$ cat config.mk
export PLATFORM = sky130hd
export DESIGN_NAME = utf8_lenient_decoder
export DESIGN_NICKNAME = d
export VERILOG_FILES = /design/src/rtl/utf8ld_pkg.sv /design/src/rtl/utf8ld_decode.sv /design/src/rtl/utf8ld_outq.sv /design/src/rtl/utf8_lenient_decoder.sv
export SDC_FILE = /design/constraint.sdc
export NUM_CORES = 1
export LEC_CHECK = 0
export BUFFER_PORTS_ARGS = -buffer_cell sky130_fd_sc_hd__buf_2
export CAP_MARGIN = 20
export CORE_MARGIN = 1
export CORE_UTILIZATION = 40
export DETAILED_ROUTE_END_ITERATION = 8
export SYNTH_ARGS = -nofsm -noshare
export SYNTH_HDL_FRONTEND = slang
export SYNTH_HIERARCHICAL = 1
export SYNTH_SLANG_ARGS = --single-unit
$ cat constraint.sdc
create_clock -name aclk -period 3.9 [get_ports aclk]
set_clock_uncertainty 0.1 [all_clocks]
set_input_delay 0.78 -clock aclk [delete_from_list [all_inputs] [get_ports aclk]]
set_output_delay 0.78 -clock aclk [all_outputs]
set_load 0.01 [all_outputs]
$ cat src/rtl/utf8ld_pkg.sv
// ----------------------------------------------------------------------------
// utf8ld_pkg
// Shared types and constants for the lenient six-byte UTF-8 decoder.
// ----------------------------------------------------------------------------
package utf8ld_pkg;

    localparam int CP_W     = 31;
    localparam int BYTE_W   = 8;
    localparam int REM_W    = 3;
    localparam int QDEPTH   = 2;
    localparam int QCNT_W   = 2;
    localparam int TDATA_W  = 32;

    localparam logic [7:0] LEAD_LO   = 8'hC0;
    localparam logic [7:0] LEAD_HI   = 8'hFE;  // exclusive
    localparam logic [1:0] CONT_TAG  = 2'b10;
    localparam logic [5:0] PAY_MASK  = 6'h3F;

    typedef struct packed {
        logic [CP_W-1:0] code_point;
        logic            last;
    } result_t;

    typedef struct packed {
        logic [QCNT_W-1:0] nres;
        result_t           res0;
        result_t           res1;
        logic [CP_W-1:0]   acc_next;
        logic [REM_W-1:0]  rem_next;
    } dec_t;

    // continuation bytes that follow a lead byte in 0xC0..0xFD
    function automatic logic [REM_W-1:0] lead_count(input logic [7:0] b);
        logic [REM_W-1:0] n;
        begin
            if (b[5] == 1'b0) begin
                n = 3'd1;
            end else if (b[4] == 1'b0) begin
                n = 3'd2;
            end else if (b[3] == 1'b0) begin
                n = 3'd3;
            end else if (b[2] == 1'b0) begin
                n = 3'd4;
            end else begin
                n = 3'd5;
            end
            return n;
        end
    endfunction

endpackage

$ cat src/rtl/utf8ld_decode.sv
// ----------------------------------------------------------------------------
// utf8ld_decode
// Per-byte decode: next accumulator state and zero, one or two results.
// ----------------------------------------------------------------------------
module utf8ld_decode (
    input  logic [7:0]                      byte_in,
    input  logic [utf8ld_pkg::CP_W-1:0]     acc,
    input  logic [utf8ld_pkg::REM_W-1:0]    rem,
    output utf8ld_pkg::dec_t                dec
);
    import utf8ld_pkg::*;

    logic                is_cont;
    logic                is_lead;
    logic                pending;
    logic [CP_W-1:0]     acc_shift;
    logic [REM_W-1:0]    rem_dec;
    logic [CP_W-1:0]     trunc;
    logic [REM_W-1:0]    cnt;
    logic [5:0]          mask;
    logic [CP_W-1:0]     byte_cp;

    assign is_cont   = (byte_in[7:6] == CONT_TAG);
    assign is_lead   = (byte_in >= LEAD_LO) && (byte_in < LEAD_HI);
    assign pending   = (rem != '0);
    assign acc_shift = {acc[CP_W-7:0], byte_in[5:0]};
    assign rem_dec   = rem - 3'd1;
    assign cnt       = lead_count(byte_in);
    assign mask      = PAY_MASK >> cnt;
    assign byte_cp   = {{(CP_W-BYTE_W){1'b0}}, byte_in};

    // missing continuations are zero-filled
    always_comb begin
        case (rem)
            3'd1:    trunc = {acc[CP_W-7:0],  6'd0};
            3'd2:    trunc = {acc[CP_W-13:0], 12'd0};
            3'd3:    trunc = {acc[CP_W-19:0], 18'd0};
            3'd4:    trunc = {acc[CP_W-25:0], 24'd0};
            3'd5:    trunc = {acc[0],         30'd0};
            3'd0:    trunc = acc;
            default: trunc = '0;
        endcase
    end

    always_comb begin
        dec = '0;
        dec.acc_next = acc;
        dec.rem_next = rem;
        if (pending && is_cont) begin
            dec.acc_next = acc_shift;
            dec.rem_next = rem_dec;
            if (rem_dec == '0) begin
                dec.nres = 2'd1;
                dec.res0 = '{code_point: acc_shift, last: 1'b1};
            end
        end else if (is_lead) begin
            dec.acc_next = {{(CP_W-6){1'b0}}, byte_in[5:0] & mask};
            dec.rem_next = cnt;
            if (pending) begin
                dec.nres = 2'd1;
                dec.res0 = '{code_point: trunc, last: 1'b1};
            end
        end else begin
            dec.acc_next = '0;
            dec.rem_next = '0;
            if (pending) begin
                dec.nres = 2'd2;
                dec.res0 = '{code_point: trunc, last: 1'b0};
                dec.res1 = '{code_point: byte_cp, last: 1'b1};
            end else begin
                dec.nres = 2'd1;
                dec.res0 = '{code_point: byte_cp, last: 1'b1};
            end
        end
    end

endmodule

$ cat src/rtl/utf8ld_outq.sv
// ----------------------------------------------------------------------------
// utf8ld_outq
// Two-entry result queue: takes up to two results a cycle, drives m_ side.
// ----------------------------------------------------------------------------
module utf8ld_outq (
    input  logic                             aclk,
    input  logic                             aresetn,
    input  logic [utf8ld_pkg::QCNT_W-1:0]    push_n,
    input  utf8ld_pkg::result_t              push0,
    input  utf8ld_pkg::result_t              push1,
    output logic [utf8ld_pkg::QCNT_W-1:0]    free,
    output logic                             m_tvalid,
    input  logic                             m_tready,
    output logic [utf8ld_pkg::TDATA_W-1:0]   m_tdata,  // [30:0] code_point, [31] zero
    output logic                             m_tlast
);
    import utf8ld_pkg::*;

    result_t             q_reg [QDEPTH];
    result_t             q_next [QDEPTH];
    logic [QCNT_W-1:0]   cnt_reg;
    logic [QCNT_W-1:0]   cnt_next;
    logic [QCNT_W-1:0]   base;
    logic                pop;
    result_t             sh0;

    assign pop      = (cnt_reg != '0) && m_tready;
    assign base     = cnt_reg - {1'b0, pop};
    assign sh0      = pop ? q_reg[1] : q_reg[0];
    // room left after this cycle's pop
    assign free     = QCNT_W'(QDEPTH) - base;
    assign cnt_next = base + push_n;

    always_comb begin
        if (base == 2'd0) begin
            q_next[0] = push0;
            q_next[1] = push1;
        end else if (base == 2'd1) begin
            q_next[0] = sh0;
            q_next[1] = push0;
        end else begin
            q_next[0] = sh0;
            q_next[1] = q_reg[1];
        end
    end

    always_ff @(posedge aclk) begin
        if (!aresetn) begin
            cnt_reg <= '0;
        end else begin
            cnt_reg <= cnt_next;
        end
        q_reg[0] <= q_next[0];
        q_reg[1] <= q_next[1];
    end

    assign m_tvalid = (cnt_reg != '0);
    assign m_tdata  = {{(TDATA_W-CP_W){1'b0}}, q_reg[0].code_point};
    assign m_tlast  = q_reg[0].last;

endmodule

$ cat src/rtl/utf8_lenient_decoder.sv
// ----------------------------------------------------------------------------
// utf8_lenient_decoder
// Lenient streaming decoder for legacy UTF-8 sequences of up to six bytes.
// ----------------------------------------------------------------------------
// Usage:
//   s_ channel carries one text byte per item in s_tdata[7:0].
//   m_ channel carries decoded code points in m_tdata[30:0]; m_tlast marks
//   the final result caused by one input byte. A byte yields no result
//   (lead byte or inner continuation), one, or two (a broken sequence is
//   closed zero-filled, then the breaking byte is passed through).
// Path: an accepted byte sits in the input register, is decoded there and
//   its results are written into the output queue, whose head drives m_.
// Throughput: one byte per cycle while the receiver keeps taking results and
//   every byte gives at most one result; a byte that gives two results needs
//   both queue entries free, counting the one popped in the same cycle, so it
//   may wait in the input register. The decode itself is a single pass
//   through shift/mask logic between the input register and the queue.
// Stall: when m_tready is low the queue fills and s_tready drops once the
//   held byte no longer fits; nothing is lost or repeated.
// Reset: aresetn (sync, active low) empties both registers and clears the
//   accumulator and the pending continuation count.
// ----------------------------------------------------------------------------
module utf8_lenient_decoder (
    input  logic                             aclk,
    input  logic                             aresetn,
    input  logic                             s_tvalid,
    output logic                             s_tready,
    input  logic [7:0]                       s_tdata,  // [7:0] byte_in
    output logic                             m_tvalid,
    input  logic                             m_tready,
    output logic [utf8ld_pkg::TDATA_W-1:0]   m_tdata,  // [30:0] code_point, [31] zero
    output logic                             m_tlast   // last
);
    import utf8ld_pkg::*;

    logic                in_valid_reg;
    logic [7:0]          in_byte_reg;
    logic [CP_W-1:0]     acc_reg;
    logic [REM_W-1:0]    rem_reg;
    dec_t                dec;
    logic [QCNT_W-1:0]   free;
    logic                fire;
    logic [QCNT_W-1:0]   push_n;

    utf8ld_decode u_decode (
        .byte_in (in_byte_reg),
        .acc     (acc_reg),
        .rem     (rem_reg),
        .dec     (dec)
    );

    assign fire     = in_valid_reg && (dec.nres <= free);
    assign s_tready = !in_valid_reg || fire;
    assign push_n   = fire ? dec.nres : '0;

    always_ff @(posedge aclk) begin
        if (!aresetn) begin
            in_valid_reg <= 1'b0;
            acc_reg      <= '0;
            rem_reg      <= '0;
        end else begin
            if (s_tready) begin
                in_valid_reg <= s_tvalid;
            end
            if (fire) begin
                acc_reg <= dec.acc_next;
                rem_reg <= dec.rem_next;
            end
        end
        if (s_tready && s_tvalid) begin
            in_byte_reg <= s_tdata;
        end
    end

    utf8ld_outq u_outq (
        .aclk     (aclk),
        .aresetn  (aresetn),
        .push_n   (push_n),
        .push0    (dec.res0),
        .push1    (dec.res1),
        .free     (free),
        .m_tvalid (m_tvalid),
        .m_tready (m_tready),
        .m_tdata  (m_tdata),
        .m_tlast  (m_tlast)
    );

endmodule

==> metrics.md <==
| Metric | Value |
|---|---|
| Hold Crit Start | acc_reg[19]$_SDFFE_PN0P_ |
| Via/cell ratio | 5.14 |
| CP arrival | approximately 2.8 ns |
| WL/cell | 16.0 um |
| Syn avg cell area | approximately 12 um^2 |
| Setup total negative slack | 0 ns |
| Worst-Skew Late Latency | 0.35 ns |
| Max frequency | roughly 0.27 GHz |
| Cells after DPL | 687 |
| Met1 usage in global routing | 19.5% |
| Fillers | 1388 |
| Starting Density | 41.5% |
| Pwr Total | between 5 and 6 mW |
| Synth-to-Final Area Change | 3.76% |
| Largest net degree at the start of global routing | 61 |
| Outcome | complete, no violations |
| Critical path class | reg2out |
| Synthesized netlist cell count | 521 |
| Area of the multi-input gates | 0.00269 mm^2 |
| Layout cells sized above 1 | 27.4% |
| Die area | 0.0157 mm^2 |
| Slew @ Worst Pin | 1.01 ns |
| N_diodes | 0 |
| Routed Antenna Nets | 0 |
| H-tree depth | 3 |
| Drt first-iter violations | 265 |
| Setup ws final | around 0.18 ns |
| Via count | 3614 |
| Vias in the first global route | 3617 |
| Sequential share of power | between 30% and 40% |
| Register area | 0.00278 mm^2 |
| Critical Path End Type | output port |
| Sw power | between 1.5 and 2 mW |
| GPL Wtd Cong | 0.776 |
| Area post-placement | 0.00604 mm^2 |
| Die width | approximately 130 um |
| Clock Path Buffers | 2 |
| Worst vdd ir | 1.14 mV |
| Fin crit period | around 3.7 ns |
| Detailed Routing Iterations Pass 1 | 6 |
| Fin. Hold Viols | 0 |
| Fin cells | 703 |
| Hold worst-path end | acc_reg[19]$_SDFFE_PN0P_ |
| GR peak layer | met2 |
| Synthesized area | 0.00609 mm^2 |
| Final Core Density | 43.0% |
| Max reg flops | 64 |
| Maxcap violations | 0 |
| Cts hold-fix bufs | 0 |
| TritonCTS clock tree | built |
| Placeable Area | about 0.015 mm^2 |
| Root buf cell | clkbuf_16 |
| Cts bufs inserted | 9 |
| Grt met2 use | 24.1% |
| Pwr dens | 886 mW/mm^2 |
| Min Hold Slack | about 0.36 ns |
| Max FO, Critical Path | 4 |
| RSZ-0062 raised after global routing | false |
| Final-report max-slew violation count | 0 |
| HP Class | reg2reg |
| First-pass GRT wire length | between 15 and 20 mm |
| Initial antenna violation count | 0 |
| Final #Nets | 536 |
| Post-DP HPWL | ~7.3 mm |
| Slew headroom | 32.4% |
| Crit path launch type | register |
| Number of port buffers | 45 |
| Met3 Usage GRT | 3.08% |
| Post-Route WL | ~11 mm |
| Clock share of power | 15.3% |
| Int Pwr | 3.65 mW |
| Aggregate global-route resource usage | 15.1% |
| Reg-to-Reg Start | u_outq/cnt_reg[1]$_SDFF_PN0_ |
| Part of the cycle the worst path needs | 95.3% |
| Die Y-Extent | around 130 um |
| Final Cell Area | 0.00632 mm^2 |
| Residual DRC | 0 |
| Switching share of power | 34.9% |
| WHS Path Cells | 2 |
| Post-CTS Setup Inserts | 0 |
| # IOs | 47 |
| Leak | 2.59 nW |
| Worst Path Required | 3.02 ns |
| Site Rows | 44 |
| Total clock sinks | 103 |
| Final setup vio count | 0 |
| Gate power share | 48.8% |
| R2r endpoint | acc_reg[24]$_SDFFE_PN0P_ |
| Reg-to-reg slack, setup | between 0.7 and 0.8 ns |
| Reg2Reg Depth | 12 |
| Grt total ovfl | 0 |
| Pre-CTS setup slack | 0.239 ns |
| Clock transition at the registers of the reported paths | 0.07 ns |
| Synth warn | 6 |
power by group through the flow:
stage	clock, mW	sequential [mW]	combinational, mW
floorplan	0	1.99	2.54
detailed placement	0	2.04	2.79
global route	0.932	2.06	2.96
finish	0.857	2.01	2.74
CTS	0.893	2.02	2.79
global placement	0	2.02	2.73
what timing repair did:
| item | in CTS | in global routing |
|---|---|---|
| resized for setup | 0 | 1 |
| setup endpoints to repair | 0 | 1 |
| endpoints found under the hold margin | 0 | 0 |
worst max path at each step:
stage,start,endpoint,slack [ns],depth (start not counted)
finish,u_outq/cnt_reg[1]$_SDFF_PN0_,s_tready,0.18,11
global route,u_outq/cnt_reg[1]$_SDFF_PN0_,s_tready,0.01,11
CTS,u_outq/cnt_reg[1]$_SDFF_PN0_,s_tready,0.15,11
detailed placement,m_tready,s_tready,0.24,11
global placement,m_tready,s_tready,0.33,11
floorplan,m_tready,u_outq/cnt_reg[1]$_SDFF_PN0_,0.58,15
critical path: stages (launching register included):
cell and delay (ns):
dfxtp_1 0.32, or2_1 0.24, and2_4 0.16, ha_1 0.18, xnor2_1 0.39, ha_4 0.27, inv_1 0.04, inv_1 0.03
ha_1 0.30, nor2b_4 0.15, o211ai_1 0.22, buf_2 0.18
cells in the final DEF, fill, tap and decap left out, drive strengths merged, types with 4 or more instances in the layout:
cell,count
a21boi,9
a22o,14
a22oi,13
and2,16
and3,23
buf,54
clkbuf,16
conb,24
dfxtp,31
edfxtp,72
ha,10
inv,10
mux2,64
mux2i,29
nand2,63
nand3,9
nor2,6
nor2b,4
o21ai,9
o2bb2ai,8
final cells by class:
cell class / count / area share (%)
Timing Repair Buffer: 54 / 4.83
Clock buffer: 16 / 4.45
Sequential cell: 103 / 44.0
Multi-Input combinational cell: 336 / 42.5
Tap cell: 184 / 3.64
Inverter: 10 / 0.594
layer usage:
layer,vias up,wire length (um)
li1,1779,-
met1,1708,5030
met2,110,5280
met3,17,642
met4,0,290
met5,-,0
Power figures use the tool's default switching activity.
